<file path="config.mk">
export PLATFORM = sky130hd
export DESIGN_NAME = mpe_zone_rpn_tracker_top
export DESIGN_NICKNAME = d
export VERILOG_FILES = /design/src/rtl/mzrt_pkg.sv /design/src/rtl/mzrt_decode.sv /design/src/rtl/mpe_zone_rpn_tracker_top.sv
export VERILOG_INCLUDE_DIRS = /design/src /design/src/rtl
export SDC_FILE = /design/constraint.sdc
export NUM_CORES = 1
export LEC_CHECK = 0
export BUFFER_PORTS_ARGS = -buffer_cell sky130_fd_sc_hd__buf_2
export CELL_PAD_IN_SITES_DETAIL_PLACEMENT = 1
export CELL_PAD_IN_SITES_GLOBAL_PLACEMENT = 2
export CORE_AREA = 4 4 96 98
export DETAILED_ROUTE_END_ITERATION = 8
export DIE_AREA = 0 0 100 102
export PLACE_DENSITY = 0.75
export SKIP_LAST_GASP = 1
export SYNTH_ARGS = -nofsm -noshare
export SYNTH_HDL_FRONTEND = slang
export SYNTH_SLANG_ARGS = --single-unit
export TNS_END_PERCENT = 1
</file>
<file path="constraint.sdc">
create_clock -name clk -period 3 [get_ports clk]
set_input_delay 0.3 -clock clk [delete_from_list [all_inputs] [get_ports clk]]
set_output_delay 0.3 -clock clk [all_outputs]
set_load 0.01 [all_outputs]
</file>
<file path="src/rtl/mpe_zone_rpn_tracker_top_defines.svh">
// ----------------------------------------------------------------------------
// MPE zone RPN tracker: assertion macros
// Shared concurrent assertion forms used by the tracker RTL.
// ----------------------------------------------------------------------------
`ifndef MPE_ZONE_RPN_TRACKER_TOP_DEFINES_SVH
`define MPE_ZONE_RPN_TRACKER_TOP_DEFINES_SVH

// The consequent must hold in the same cycle as the antecedent.
`define MZRT_ASSERT_IMPLY(label, clk, rst, ante, cons, msg) \
  label: assert property (@(posedge clk) disable iff (rst) (ante) |-> (cons)) \
    else $error(msg);

// The consequent must hold in the cycle after the antecedent.
`define MZRT_ASSERT_NEXT(label, clk, rst, ante, cons, msg) \
  label: assert property (@(posedge clk) disable iff (rst) (ante) |=> (cons)) \
    else $error(msg);

`endif

</file>
<file path="src/rtl/mzrt_pkg.sv">
// ----------------------------------------------------------------------------
// MPE zone RPN tracker package
// Transaction types, decode result type and protocol constants.
// ----------------------------------------------------------------------------
package mzrt_pkg;

  // Zone boundary values that mean the zone is off.
  localparam logic [3:0] LOWER_OFF = 4'd0;
  localparam logic [3:0] UPPER_OFF = 4'd15;

  // Channels that act as zone masters.
  localparam logic [3:0] LOWER_MASTER = 4'd0;
  localparam logic [3:0] UPPER_MASTER = 4'd15;

  // Push-aside limits.
  localparam logic [3:0] LOWER_FULL = 4'd14;
  localparam logic [3:0] UPPER_FULL = 4'd1;

  // Registered parameter numbers.
  localparam logic [6:0] RPN_MSB_ZERO = 7'd0;
  localparam logic [6:0] RPN_LSB_BEND = 7'd0;
  localparam logic [6:0] RPN_LSB_MCM  = 7'd6;
  localparam logic [6:0] MCM_LIMIT    = 7'd16;

  // Default bend ranges after a zone is configured.
  localparam logic [6:0] MAIN_DEFAULT   = 7'd2;
  localparam logic [6:0] MEMBER_DEFAULT = 7'd48;

  // Report targets and kinds.
  localparam logic [4:0] TARGET_LOWER = 5'd16;
  localparam logic [4:0] TARGET_UPPER = 5'd17;
  localparam logic       KIND_MAIN    = 1'b0;
  localparam logic       KIND_MEMBER  = 1'b1;

  // Report counts per event.
  localparam logic [1:0] COUNT_NONE = 2'd0;
  localparam logic [1:0] COUNT_ONE  = 2'd1;
  localparam logic [1:0] COUNT_TWO  = 2'd2;

  typedef struct packed {
    logic [3:0] chan;
    logic [6:0] param_msb;
    logic [6:0] param_lsb;
    logic [6:0] entry_value;
  } mzrt_in_t;

  typedef struct packed {
    logic [4:0] report_target;
    logic       report_kind;
    logic [6:0] report_range;
    logic       last_of_run;
  } mzrt_out_t;

  // Everything the decoder hands back for one event.
  typedef struct packed {
    logic [1:0] count;
    mzrt_out_t  first;
    mzrt_out_t  second;
    logic [3:0] lower_last;
    logic [3:0] upper_last;
  } mzrt_dec_t;

endpackage

</file>
<file path="src/rtl/mzrt_decode.sv">
// ----------------------------------------------------------------------------
// MPE zone RPN tracker: event decoder
// Turns one data-entry event and the current zone bounds into reports and
// the next zone bounds.
// ----------------------------------------------------------------------------
module mzrt_decode
  import mzrt_pkg::*;
(
  input  mzrt_in_t   item,
  input  logic [3:0] lower_last,
  input  logic [3:0] upper_last,
  output mzrt_dec_t  dec
);

  logic       lower_on;
  logic       upper_on;
  logic       is_bend;
  logic       is_mcm;
  logic       in_lower;
  logic       in_upper;
  logic       master;
  logic [3:0] val4;
  logic [3:0] new_upper;
  mzrt_out_t  bend_rpt;

  assign lower_on = (lower_last != LOWER_OFF);
  assign upper_on = (upper_last != UPPER_OFF);
  assign is_bend  = (item.param_msb == RPN_MSB_ZERO) && (item.param_lsb == RPN_LSB_BEND);
  assign is_mcm   = (item.param_msb == RPN_MSB_ZERO) && (item.param_lsb == RPN_LSB_MCM) &&
                    (item.entry_value < MCM_LIMIT);
  assign val4      = item.entry_value[3:0];
  assign new_upper = UPPER_OFF - val4;

  // Zone membership for a bend range update; the lower zone wins a tie.
  assign in_lower = lower_on && (lower_last >= item.chan);
  assign in_upper = !in_lower && upper_on && (upper_last <= item.chan);
  assign master   = (lower_on && (item.chan == LOWER_MASTER)) ||
                    (upper_on && (item.chan == UPPER_MASTER));

  // Single bend range report.
  always_comb begin
    bend_rpt.report_range = item.entry_value;
    bend_rpt.last_of_run  = 1'b1;
    if (in_lower) begin
      bend_rpt.report_target = TARGET_LOWER;
      bend_rpt.report_kind   = master ? KIND_MAIN : KIND_MEMBER;
    end else if (in_upper) begin
      bend_rpt.report_target = TARGET_UPPER;
      bend_rpt.report_kind   = master ? KIND_MAIN : KIND_MEMBER;
    end else begin
      bend_rpt.report_target = {1'b0, item.chan};
      bend_rpt.report_kind   = KIND_MAIN;
    end
  end

  // Event decode and zone reshaping.
  always_comb begin
    dec.count      = COUNT_NONE;
    dec.first      = bend_rpt;
    dec.second     = bend_rpt;
    dec.lower_last = lower_last;
    dec.upper_last = upper_last;
    if (is_bend) begin
      dec.count = COUNT_ONE;
    end else if (is_mcm && lower_on && (item.chan == LOWER_MASTER)) begin
      // Lower zone reshaped, then the upper zone is pushed aside.
      dec.lower_last = val4;
      if (val4 >= LOWER_FULL) begin
        dec.upper_last = UPPER_OFF;
      end else if ((val4 != LOWER_OFF) && (upper_last <= val4)) begin
        dec.upper_last = val4 + 4'd1;
      end
      dec.count                = (val4 != 4'd0) ? COUNT_TWO : COUNT_NONE;
      dec.first.report_target  = TARGET_LOWER;
      dec.second.report_target = TARGET_LOWER;
    end else if (is_mcm && upper_on && (item.chan == UPPER_MASTER)) begin
      // Upper zone reshaped, then the lower zone is pushed aside.
      dec.upper_last = new_upper;
      if (new_upper <= UPPER_FULL) begin
        dec.lower_last = LOWER_OFF;
      end else if ((new_upper != UPPER_OFF) && (lower_last >= new_upper)) begin
        dec.lower_last = new_upper - 4'd1;
      end
      dec.count                = (val4 != 4'd0) ? COUNT_TWO : COUNT_NONE;
      dec.first.report_target  = TARGET_UPPER;
      dec.second.report_target = TARGET_UPPER;
    end
    if (!is_bend) begin
      dec.first.report_kind   = KIND_MAIN;
      dec.first.report_range  = MAIN_DEFAULT;
      dec.first.last_of_run   = 1'b0;
      dec.second.report_kind  = KIND_MEMBER;
      dec.second.report_range = MEMBER_DEFAULT;
      dec.second.last_of_run  = 1'b1;
    end
  end

endmodule

</file>
<file path="src/rtl/mpe_zone_rpn_tracker_top.sv">
// Path: an accepted event is held in the input register and retires into the output
// register once no report is pending and the presented report is taken or absent.
// Throughput: one event per cycle while the receiver takes every report and each
// event yields at most one report; after an event that yields two reports, the next
// event waits until the pending second report moves into the single output register.
// Reset: zones off (lower bound 0, upper bound 15), input and output stages empty.
// ----------------------------------------------------------------------------
// MPE zone RPN tracker top level
// Tracks MPE zone bounds from data-entry events and emits bend range reports.
// ----------------------------------------------------------------------------
`include "mpe_zone_rpn_tracker_top_defines.svh"

module mpe_zone_rpn_tracker_top
  import mzrt_pkg::*;
(
  input  logic      clk,
  input  logic      rst,
  input  logic      item_valid,
  output logic      item_ready,
  input  mzrt_in_t  item,
  output logic      result_valid,
  input  logic      result_ready,
  output mzrt_out_t result
);

  logic       item_vld;
  mzrt_in_t   item_q;
  logic [3:0] lower_last;
  logic [3:0] upper_last;
  logic       out_vld;
  mzrt_out_t  out_data;
  logic       pend_vld;
  mzrt_out_t  pend_data;
  mzrt_dec_t  dec;
  logic       out_take;
  logic       retire;

  assign out_take     = out_vld && result_ready;
  assign retire       = item_vld && !pend_vld && (!out_vld || result_ready);
  assign item_ready   = !item_vld || retire;
  assign result_valid = out_vld;
  assign result       = out_data;

  mzrt_decode u_decode (
    .item       (item_q),
    .lower_last (lower_last),
    .upper_last (upper_last),
    .dec        (dec)
  );

  // Input register.
  always_ff @(posedge clk) begin
    if (rst) begin
      item_vld <= 1'b0;
    end else if (item_ready) begin
      item_vld <= item_valid;
    end
    if (item_valid && item_ready) begin
      item_q <= item;
    end
  end

  // Zone bounds advance when the held event is retired.
  always_ff @(posedge clk) begin
    if (rst) begin
      lower_last <= LOWER_OFF;
      upper_last <= UPPER_OFF;
    end else if (retire) begin
      lower_last <= dec.lower_last;
      upper_last <= dec.upper_last;
    end
  end

  // Output register with one pending slot for the second report.
  always_ff @(posedge clk) begin
    if (rst) begin
      out_vld  <= 1'b0;
      pend_vld <= 1'b0;
    end else if (retire) begin
      out_vld  <= (dec.count != COUNT_NONE) || (out_vld && !result_ready);
      pend_vld <= (dec.count == COUNT_TWO);
    end else if (out_take) begin
      out_vld  <= pend_vld;
      pend_vld <= 1'b0;
    end
    if (retire && (dec.count != COUNT_NONE)) begin
      out_data  <= dec.first;
      pend_data <= dec.second;
    end else if (out_take && pend_vld) begin
      out_data <= pend_data;
    end
  end

  `MZRT_ASSERT_IMPLY(a_pend_behind_out, clk, rst, pend_vld, out_vld,
    "pending report without a presented report")
  `MZRT_ASSERT_IMPLY(a_first_has_partner, clk, rst, out_vld && !out_data.last_of_run,
    pend_vld, "first of two reports presented without its partner")
  `MZRT_ASSERT_NEXT(a_pair_loaded, clk, rst, retire && (dec.count == COUNT_TWO),
    out_vld && pend_vld && !out_data.last_of_run, "report pair not loaded")
  `MZRT_ASSERT_IMPLY(a_zones_disjoint, clk, rst,
    (lower_last != LOWER_OFF) && (upper_last != UPPER_OFF), upper_last > lower_last,
    "active zones overlap")

endmodule

</file>
==> flow_metrics.tcl, run 1 <==
set metrics [dict create \
    outcome "completed" \
    fin_crit_sh_pct 86.9 \
    grt_setup_unrepaired "no" \
    gr-total-overflow 0 \
    hold_depth 1 \
    cts_resized 0 \
    grt_antenna_before_repair 0 \
    ys_seq_elements 63 \
    syn-instance-count 252 \
    num_rows 34 \
    swShare_pct 22.2 \
    clockPowerShare_pct 42.1 \
    die_w_um 100 \
    start_kind "register" \
    syn_avg_cell_area_sq_um 12.6 \
    die_area_sq_mm 0.0102 \
    slew_violations 0 \
    worst_path_largest_cell_delay_ns 0.55 \
    synth_top_cell_area_share_pct 49.3 \
    post_cts_buffers 0 \
    drc_errors 0 \
    worst-path-buf-inv 3 \
    reg2reg_to "result[5]" \
    p_int_mw 1.48 \
    leakage_nw 1.53 \
    hp-start "item[1]" \
    ff2ff_path_depth 8 \
    hp-class "input port to register" \
    grt_pass1_vias 2313 \
    hold_violations 0 \
    cp.required_ns 3.09 \
    fin_tns_setup_ns 0 \
    syn_nets 300 \
    diodes 0 \
    ys_seq_area_share_pct 56.2 \
    r2r_start "item_q[0]" \
    hold_path_end "item_q[1]" \
    die_h_um 102 \
    totalWireLength_mm 7.18 \
    peakVddDrop_v 0.000230 \
    hold_buffers 0 \
    design.core.area_sq_mm 0.00847 \
    wire_per_inst_um 17.0 \
    yosysTopAreaCell "edfxtp_1" \
    synth_area_leaders "edfxtp_1, ha_1, dfxtp_1, inv_1, mux2i_1" \
    clock_path_buffers 2 \
    synth_cell_types 54 \
    ant_nets 0 \
    track_usage_pct 15.2 \
    p_seq_share_pct 52.0 \
    switchingPower_mw 0.422 \
    path_clk_slew_ns 0.07 \
    place_congestion 0.796 \
    fin_skew_ns 0.00935 \
    crit_top_cell "buf_4" \
    r2r_slack_ns 0.39 \
    worst-setup-path-type "register to register" \
    fin_area_sq_mm 0.00377 \
    vias 2207 \
    pwr-share-comb_pct 5.9 \
    initial_utilization_pct 37.4 \
    syn2layout_area_growth_pct 18.9 \
    cp_slowest_cell "edfxtp_1" \
    worstSkewPairLatency_ns 0.34 \
    tightest_slew_ns 0.691 \
    drt-initial-drc-count 51 \
    maxSlewHeadroom_pct 53.4 \
    htree_levels 3 \
    worstPathMaxFanout 14 \
    portBuffers 44 \
    worstSetupEndpointType "register" \
    drive_gt1_share_pct 26.3 \
    cts_root_buf "clkbuf_8" \
    synth_edf_count 52 \
    cpLargestDelayFamily "buffers and inverters" \
    synth-main-ff-cell "edfxtp_1" \
    drt-pass1-iter-count 4 \
    layout_min_cycle_time_ns 2.61 \
    critPathArrivalTime_ns 2.70 \
    netlist_area_sq_mm 0.00317 \
    async_flop_share_pct 0 \
    cts.sinks 63 \
    cp_cell_sequence "inv_1, ha_1, and3_1, a2111oi_4, o21bai_2, buf_4, nand2_1, buf_4" \
    dp_hpwl_mm 5.63 \
    place_area_sq_mm 0.00355 \
    max_freq_mhz 384 \
    numCtsBuffers 9 \
    setup_viol 0 \
    viasPerCell 5.22 \
    cap_violations 0 \
    yosys_warnings 0 \
    grt_pass1_wl_mm 11.8 \
    final_nets 358 \
    io_pins 45 \
    cellPowerDensity_mw_per_mm2 504 \
    cts_tree "built" \
    grt_max_degree 26 \
]
-- worst max path at each step --
stage,from,endpoint,cells after the start
after floorplan,item_q[21],result[0],6
after global placement,item_q[0],result[5],8
after detailed placement,item_q[0],pend_data[11],6
after CTS,item_q[0],pend_data[13],6
after global routing,item_q[1],pend_data[3],6
final,item_q[0],result[5],8
-- metal layers --
layer	track usage (%)	wire (um)	vias to the layer above
met5	0	0	-
met2	25.7	3540	42
met3	3.82	263	13
met1	19.0	3240	1070
met4	5.49	133	0
li1	-	-	1082
-- state kept, by name, indices dropped and copies added, names as in the netlist --
name / flops
pend_data: 13
lower_last: 4
upper_last: 4
item_vld: 1
result_valid: 1
pend_vld: 1
item_q: 25
result: 14
-- cell families after synthesis --
logic type	Yosys count	synth area share, %
DFF	63	56.2
and+or+nand+nor	73	14.3
buffers and inverters	29	3.75
muxes	11	3.59
adders and majority gates	19	7.50
AOI/OAI and AO/OA	57	14.6
-- cell usage in the layout (no fill, tap or decap), types with 2 or more instances in the layout --
master,synthesis,final
nor2_1,13,13
and3_1,5,5
inv_1,24,24
o21a_1,2,2
and2_1,4,4
nor4_2,3,3
nand3_1,6,6
nand2b_1,4,4
bufinv_16,0,2
a2111oi_4,2,2
nand4_1,7,7
a22oi_1,2,2
a31oi_1,3,3
nor3_1,3,3
buf_2,2,44
mux2_1,3,3
o21ai_0,13,13
a211oi_1,4,4
buf_4,0,8
a211o_1,3,3
a22o_1,6,6
clkbuf_8,0,9
o211ai_1,4,4
mux2i_1,8,8
a21oi_1,6,6
edfxtp_1,52,52
nand2_1,11,11
and4_1,2,2
dfxtp_1,11,11
ha_1,19,19
nor3b_1,2,2
a21o_1,2,2
-- synthesized netlist by cell type (all sizes together) (3+ instances only) --
| master | count |
|---|---|
| ha | 19 |
| buf | 3 |
| nor2 | 14 |
| a2111oi | 3 |
| inv | 24 |
| nand3 | 7 |
| nor4 | 5 |
| nand2 | 12 |
| o21ai | 14 |
| mux2 | 3 |
| mux2i | 8 |
| and3 | 5 |
| dfxtp | 11 |
| a21oi | 6 |
| nand4 | 7 |
| edfxtp | 52 |
| a31oi | 3 |
| o211ai | 4 |
| and2 | 5 |
| nor3 | 4 |
| a211oi | 4 |
| a22o | 6 |
| nand2b | 4 |
| a211o | 3 |
-- final cells by class --
cell class	instances	area [sq um]
multi-input combinational	160	1270
clock inverter	6	85.1
inverter	24	90.1
timing repair buffer	52	280
sequential	63	1780
tap	108	135
fill	932	4700
clock buffer	10	128
-- power by group through the flow --
stage / clock network (mW) / logic [mW] / registers [mW]
global route: 0.858 / 0.129 / 0.990
finish: 0.800 / 0.113 / 0.987
global placement: 0 / 0.110 / 1.01
CTS: 0.825 / 0.114 / 0.987
floorplan: 0 / 0.0644 / 1.00
detailed placement: 0 / 0.114 / 1.01
-- stage by stage --
step,setup slack (ns),instances,power [mW],hold slack (ns),util [%]
floorplan,0.707,252,1.07,0.399,-
global placement,0.438,407,1.12,0.465,42.0
detailed placement,0.398,407,1.12,0.478,42.0
CTS,0.383,423,1.93,0.110,44.5
global route,0.181,423,1.98,0.106,44.5
finish,0.394,423,1.90,0.130,44.5
(Power assumes the default switching activity.)
==> run 2: changes to the inputs <==
Settings changed: CORE_AREA 4 4 96 98 to 4 4 98 100, DIE_AREA 0 0 100 102 to 0 0 102 104, PLACE_DENSITY 0.75 to 0.76, SYNTH_HIERARCHICAL set to 1.
Clock period 3 ns to 2.92 ns, I/O delays scaled along.
==> run 2 against run 1 <==
Die area rose by 4.0%; clock power is 7.9% lower; first-iteration DRC count increased by 130%; sequential share of layout area is 0.79 points lower; highest routed layer unchanged; maximum frequency down 3.7%; critical path depth unchanged; register-to-register slack got worse by 0.18 ns; via count increased by 4.5%.
==> flow_metrics.tcl, run 2 <==
set metrics [dict create \
    final_cell_mix "edfxtp_1, buf_2, nor2_1, ha_1, inv_1" \
    cts.sinks 64 \
    crit_top_cell "nor2_1" \
    path_clk_slew_ns 0.07 \
    hold_buffers 0 \
    synthTopCellsByCount "edfxtp_1, nor2_1, ha_1" \
    cts_tree "built" \
    yosys_warnings 6 \
    grt_antenna_before_repair 0 \
    wire_per_inst_um 17.0 \
    syn_nets 327 \
    cp_slowest_cell "or4_1" \
    num_rows 34 \
    cp_cell_sequence "or4_1, nor2_1, o211ai_1, nor2_1, nor2_1, nor3_4, buf_12, mux2_2" \
    grt_max_degree 29 \
    worstPathMaxFanout 28 \
    die_area_sq_mm 0.0106 \
    drive_gt1_share_pct 30.2 \
    fin_skew_ns 0.00631 \
    final_nets 378 \
    synth_area_leaders "edfxtp_1, ha_1, dfxtp_1, mux2_4, buf_4" \
    design.core.area_sq_mm 0.00868 \
    clock_path_buffers 2 \
    fill_cells 975 \
    outcome "completed" \
    syn2layout_area_growth_pct 16.7 \
    leakage_nw 1.53 \
    grt_pass1_wl_mm 12.5 \
    cap_violations 0 \
    multi_input_area_sq_mm 0.00135 \
    yosysMostFrequentCell "edfxtp_1" \
    cp.required_ns 3.01 \
    ys_seq_elements 64 \
    drt-pass1-iter-count 4 \
    worst-path-buf-inv 1 \
    drt-initial-drc-count 116 \
    track_usage_pct 15.1 \
    layout_min_cycle_time_ns 2.70 \
    max_freq_mhz 370 \
    totalWireLength_mm 7.53 \
    htree_levels 3 \
    hp-class "input port to register" \
    worst-setup-path-type "register to register" \
    die_h_um 104 \
    start_kind "register" \
    cts_root_buf "clkbuf_8" \
    fin_crit_sh_pct 92.6 \
    grt_pass1_vias 2446 \
    slew_violations 0 \
    synth_edf_count 53 \
    maxSlewHeadroom_pct 66.5 \
    syn_avg_cell_area_sq_um 12.0 \
    dp_hpwl_mm 5.60 \
    cellPowerDensity_mw_per_mm2 494 \
    yosysTopAreaCell "edfxtp_1" \
    largest_register_ffs 25 \
    netlist_area_sq_mm 0.00334 \
    layoutNonFillerInstCount 442 \
    top_register "item_q" \
    ant_nets 0 \
    initial_utilization_pct 38.5 \
    tightest_slew_ns 0.502 \
    worstSkewPairLatency_ns 0.33 \
    numCtsBuffers 9 \
    worst_path_largest_cell_delay_ns 0.55 \
    power_mw 1.92 \
    syn-instance-count 279 \
    hp-start "item[13]" \
    diodes 0 \
    peakVddDrop_v 0.000275 \
    gr-total-overflow 0 \
    synth_top_cell_area_share_pct 47.7 \
    ys_seq_area_share_pct 54.3 \
    register_area_sq_mm 0.00181 \
    place_congestion 0.837 \
    setup_viol 0 \
    async_flop_share_pct 0 \
    synth_cell_types 54 \
    fin_tns_setup_ns 0 \
    portBuffers 44 \
    vias 2306 \
    drc_errors 0 \
    startpoint "item_q[21]" \
    cpLargestDelayFamily "simple AND/OR/NAND/NOR gates" \
    viasPerCell 5.22 \
    dp.cells 427 \
    r2r_start "item_q[21]" \
    worstSetupEndpointType "register" \
    critPathArrivalTime_ns 2.79 \
    io_pins 45 \
    synth-main-ff-cell "edfxtp_1" \
    die_w_um 102 \
    layout_commonest_cell "edfxtp_1" \
    grt_setup_unrepaired "no" \
    hold_violations 0 \
]
## run 2: layer usage
metal | GRT usage [%] | share of wire, % | up-vias
li1 | - | - | 1139
met1 | 19.4 | 47 | 1107
met2 | 24.7 | 48 | 51
met3 | 3.09 | 4.0 | 9
met4 | 6.00 | 1.9 | 0
met5 | 0 | 0 | -
## run 2: cell families (layout without fill, tap and decap cells)
kind of cell	Yosys count	after routing	share of synthesized area, %
AOI/OAI and AO/OA	54	54	10.2
muxes	15	15	5.92
and+or+nand+nor	90	90	16.2
adders and majority gates	19	19	7.12
buffers and inverters	34	89	5.62
DFF	64	64	54.3
xor gates and xnor gates	2	2	0.525
other	1	1	0.112
## run 2: worst register-to-register path, delay by kind of cell (launching register included)
family | cells | cell delay [ns]
DFF | 1 | 0.46
and+or+nand+nor | 5 | 1.20
buffers and inverters | 1 | 0.23
muxes | 1 | 0.37
AOI/OAI and AO/OA | 1 | 0.20
## run 2: worst paths after layout
kind | to | cells after the start | slack [ns]
hold / removal | item_q[13] | 1 | 0.13
setup reg to reg | result[0] | 8 | 0.22
setup / recovery | result[0] | 8 | 0.22
hold reg to reg | pend_vld | 2 | 0.53
## run 2: through the flow
| step | hold WS, ns | setup slack (ns) | utilization [%] | area [sq um] |
|---|---|---|---|---|
| CTS | 0.114 | 0.109 | 44.8 | 3890 |
| global route | 0.110 | 0.0181 | 44.9 | 3900 |
| floorplan | 0.386 | 0.113 | - | 3340 |
| finish | 0.130 | 0.216 | 44.9 | 3900 |
| detailed placement | 0.471 | 0.128 | 42.7 | 3700 |
| global placement | 0.468 | 0.251 | 42.7 | 3700 |
## run 2: power breakdown
part	leakage (nW)	internal, mW	switching (mW)
clock	0.0948	0.386	0.351
sequential	0.587	1.01	0.0167
combinational	0.848	0.0677	0.0893
## run 2: area by class of cell
cell class                      count  share of cell area (%)
Inverter                           15                    1.45
Multi-Input combinational cell    181                    34.6
Clock buffer                        9                    3.18
Clock inverter                      6                    1.57
Sequential cell                    64                    46.5
Tap cell                          108                    3.47
Timing Repair Buffer               59                    9.18
## run 2: timing repair
action                                  4_1_cts  5_1_grt
resized for setup                             0        1
endpoints found under the setup margin        0        1
setup buffers                                 0        0
==> run 3: changes to the inputs <==
Settings changed: CORE_AREA 4 4 98 100 to 4 4 96 98, DIE_AREA 0 0 102 104 to 0 0 100 102, PLACE_DENSITY 0.76 to 0.75, SYNTH_HIERARCHICAL 1 to unset.
==> run 3 against run 2 <==
Non-clock buffer count down 8; worst hold slack lost 0.0042 ns; maximum frequency up 5.7%; clock power is 3.3% lower; global-route usage is 0.32 points higher; design area is 4.4% lower; combinational power decreased by 26%; die area shrank 3.8%; critical path depth down 1; clock skew is 0.00065 ns higher; sequential share of layout area is 1.3 points higher.
==> flow_metrics.tcl, run 3 (synthesized netlist as in run 1, its figures left out) <==
set metrics [dict create \
    worstSkewPairLatency_ns 0.34 \
    initial_utilization_pct 37.4 \
    cp.required_ns 3.00 \
    tightest_slew_ns 0.689 \
    path_clk_slew_ns 0.07 \
    largest_register_ffs 25 \
    clock_path_buffers 2 \
    maxSlewHeadroom_pct 53.6 \
    ant_nets 0 \
    cap_violations 0 \
    final_cell_mix "edfxtp_1, buf_2, inv_1, ha_1" \
    cts_tree "built" \
    hold_violations 0 \
    register_area_sq_mm 0.00178 \
    die_w_um 100 \
    start_kind "register" \
    top_register "item_q" \
    design.core.area_sq_mm 0.00847 \
    diodes 0 \
    dp_hpwl_mm 5.70 \
    layout_commonest_cell "edfxtp_1" \
    hp-class "input port to register" \
    r2r_start "item_q[23]" \
    peakVddDrop_v 0.000265 \
    cts_root_buf "clkbuf_8" \
    startpoint "item_q[23]" \
    syn2layout_area_growth_pct 17.6 \
    cts_resized 0 \
    num_rows 34 \
    io_pins 45 \
    worstSetupEndpointType "register" \
    max_freq_mhz 391 \
    vias 2226 \
    fin_skew_ns 0.00696 \
    portBuffers 44 \
    grt_pass1_vias 2369 \
    fin_tns_setup_ns 0 \
    outcome "completed" \
    cts.sinks 63 \
    fin_hold_ws_ns 0.125 \
    wire_per_inst_um 17.2 \
    final_core_util_pct 44.0 \
    multi_input_area_sq_mm 0.00127 \
    critPathArrivalTime_ns 2.64 \
    fin_crit_sh_pct 87.6 \
    drt-initial-drc-count 74 \
    numCtsBuffers 9 \
    grt_pass1_wl_mm 12.1 \
    place_congestion 0.813 \
    drive_gt1_share_pct 25.9 \
    die_area_sq_mm 0.0102 \
    grt_max_degree 26 \
    final_nets 357 \
    hp-start "item[13]" \
    die_h_um 102 \
    layout_min_cycle_time_ns 2.56 \
    cellPowerDensity_mw_per_mm2 494 \
    gr-total-overflow 0 \
    htree_levels 3 \
    leakage_nw 1.51 \
    totalWireLength_mm 7.26 \
    worst-setup-path-type "register to register" \
    grt_antenna_before_repair 0 \
    viasPerCell 5.29 \
    worstPathMaxFanout 6 \
    fill_cells 944 \
    slew_violations 0 \
    track_usage_pct 15.4 \
    drt-pass1-iter-count 4 \
    drc_errors 0 \
    post_cts_buffers 0 \
    hold_buffers 0 \
    setup_viol 0 \
    grt_setup_unrepaired "no" \
]
## run 3: changes by cell type in the layout (fill, tap and decap cells not counted), sizes merged, moves of 3 or more
cell and change:
mux2 -11, a21oi -9, nand2b -3, a2111oi +3, nor2 -7, nor2b -3, mux2i +7, inv +9
buf -8, nand4 +3, a22o +5, nand3 -7
## run 3: layout make-up
cell class                      count  area share [%]
Timing Repair Buffer               51            7.32
Clock inverter                      4            1.28
Multi-Input combinational cell    160            34.0
Tap cell                          108            3.63
Clock buffer                       11            3.53
Sequential cell                    63            47.8
Inverter                           24            2.42
## run 3: worst max-delay path, stage by stage, from the launching register on
cell and delay (ns):
edfxtp_1 0.47, inv_1 0.10, ha_1 0.32, and3_1 0.21
and2_1 0.15, o21ai_0 0.55, nand3_1 0.19, mux2_1 0.32
## run 3: power breakdown
group	leakage [nW]	switching, mW	internal [mW]
Sequential	0.552	0.0193	0.995
Clock	0.0892	0.326	0.387
Combinational	0.869	0.0706	0.0454
Total	1.51	0.415	1.43
## run 3: final timing paths
path | to | slack (ns) | cells past startpoint
max | result[13] | 0.36 | 7
min | item_q[13] | 0.13 | 1
min reg2reg | lower_last[0] | 0.50 | 2
max reg2reg | result[13] | 0.36 | 7
## run 3: metal layers
metal  share of wire (%)  global-route usage (%)  wire length (um)
met1                  45                    19.4              3270
met2                  49                    26.2              3560
met3                 4.7                    3.62               344
met4                 1.2                    5.60                90
met5                   0                       0                 0
## run 3: stage by stage
stage	power (mW)	instances	setup slack (ns)	cell area, sq um
after floorplan	1.09	252	0.627	3170
after global placement	1.15	406	0.452	3550
after detailed placement	1.15	406	0.375	3550
after CTS	1.87	421	0.363	3730
after global routing	1.93	421	0.150	3730
final	1.84	421	0.362	3730
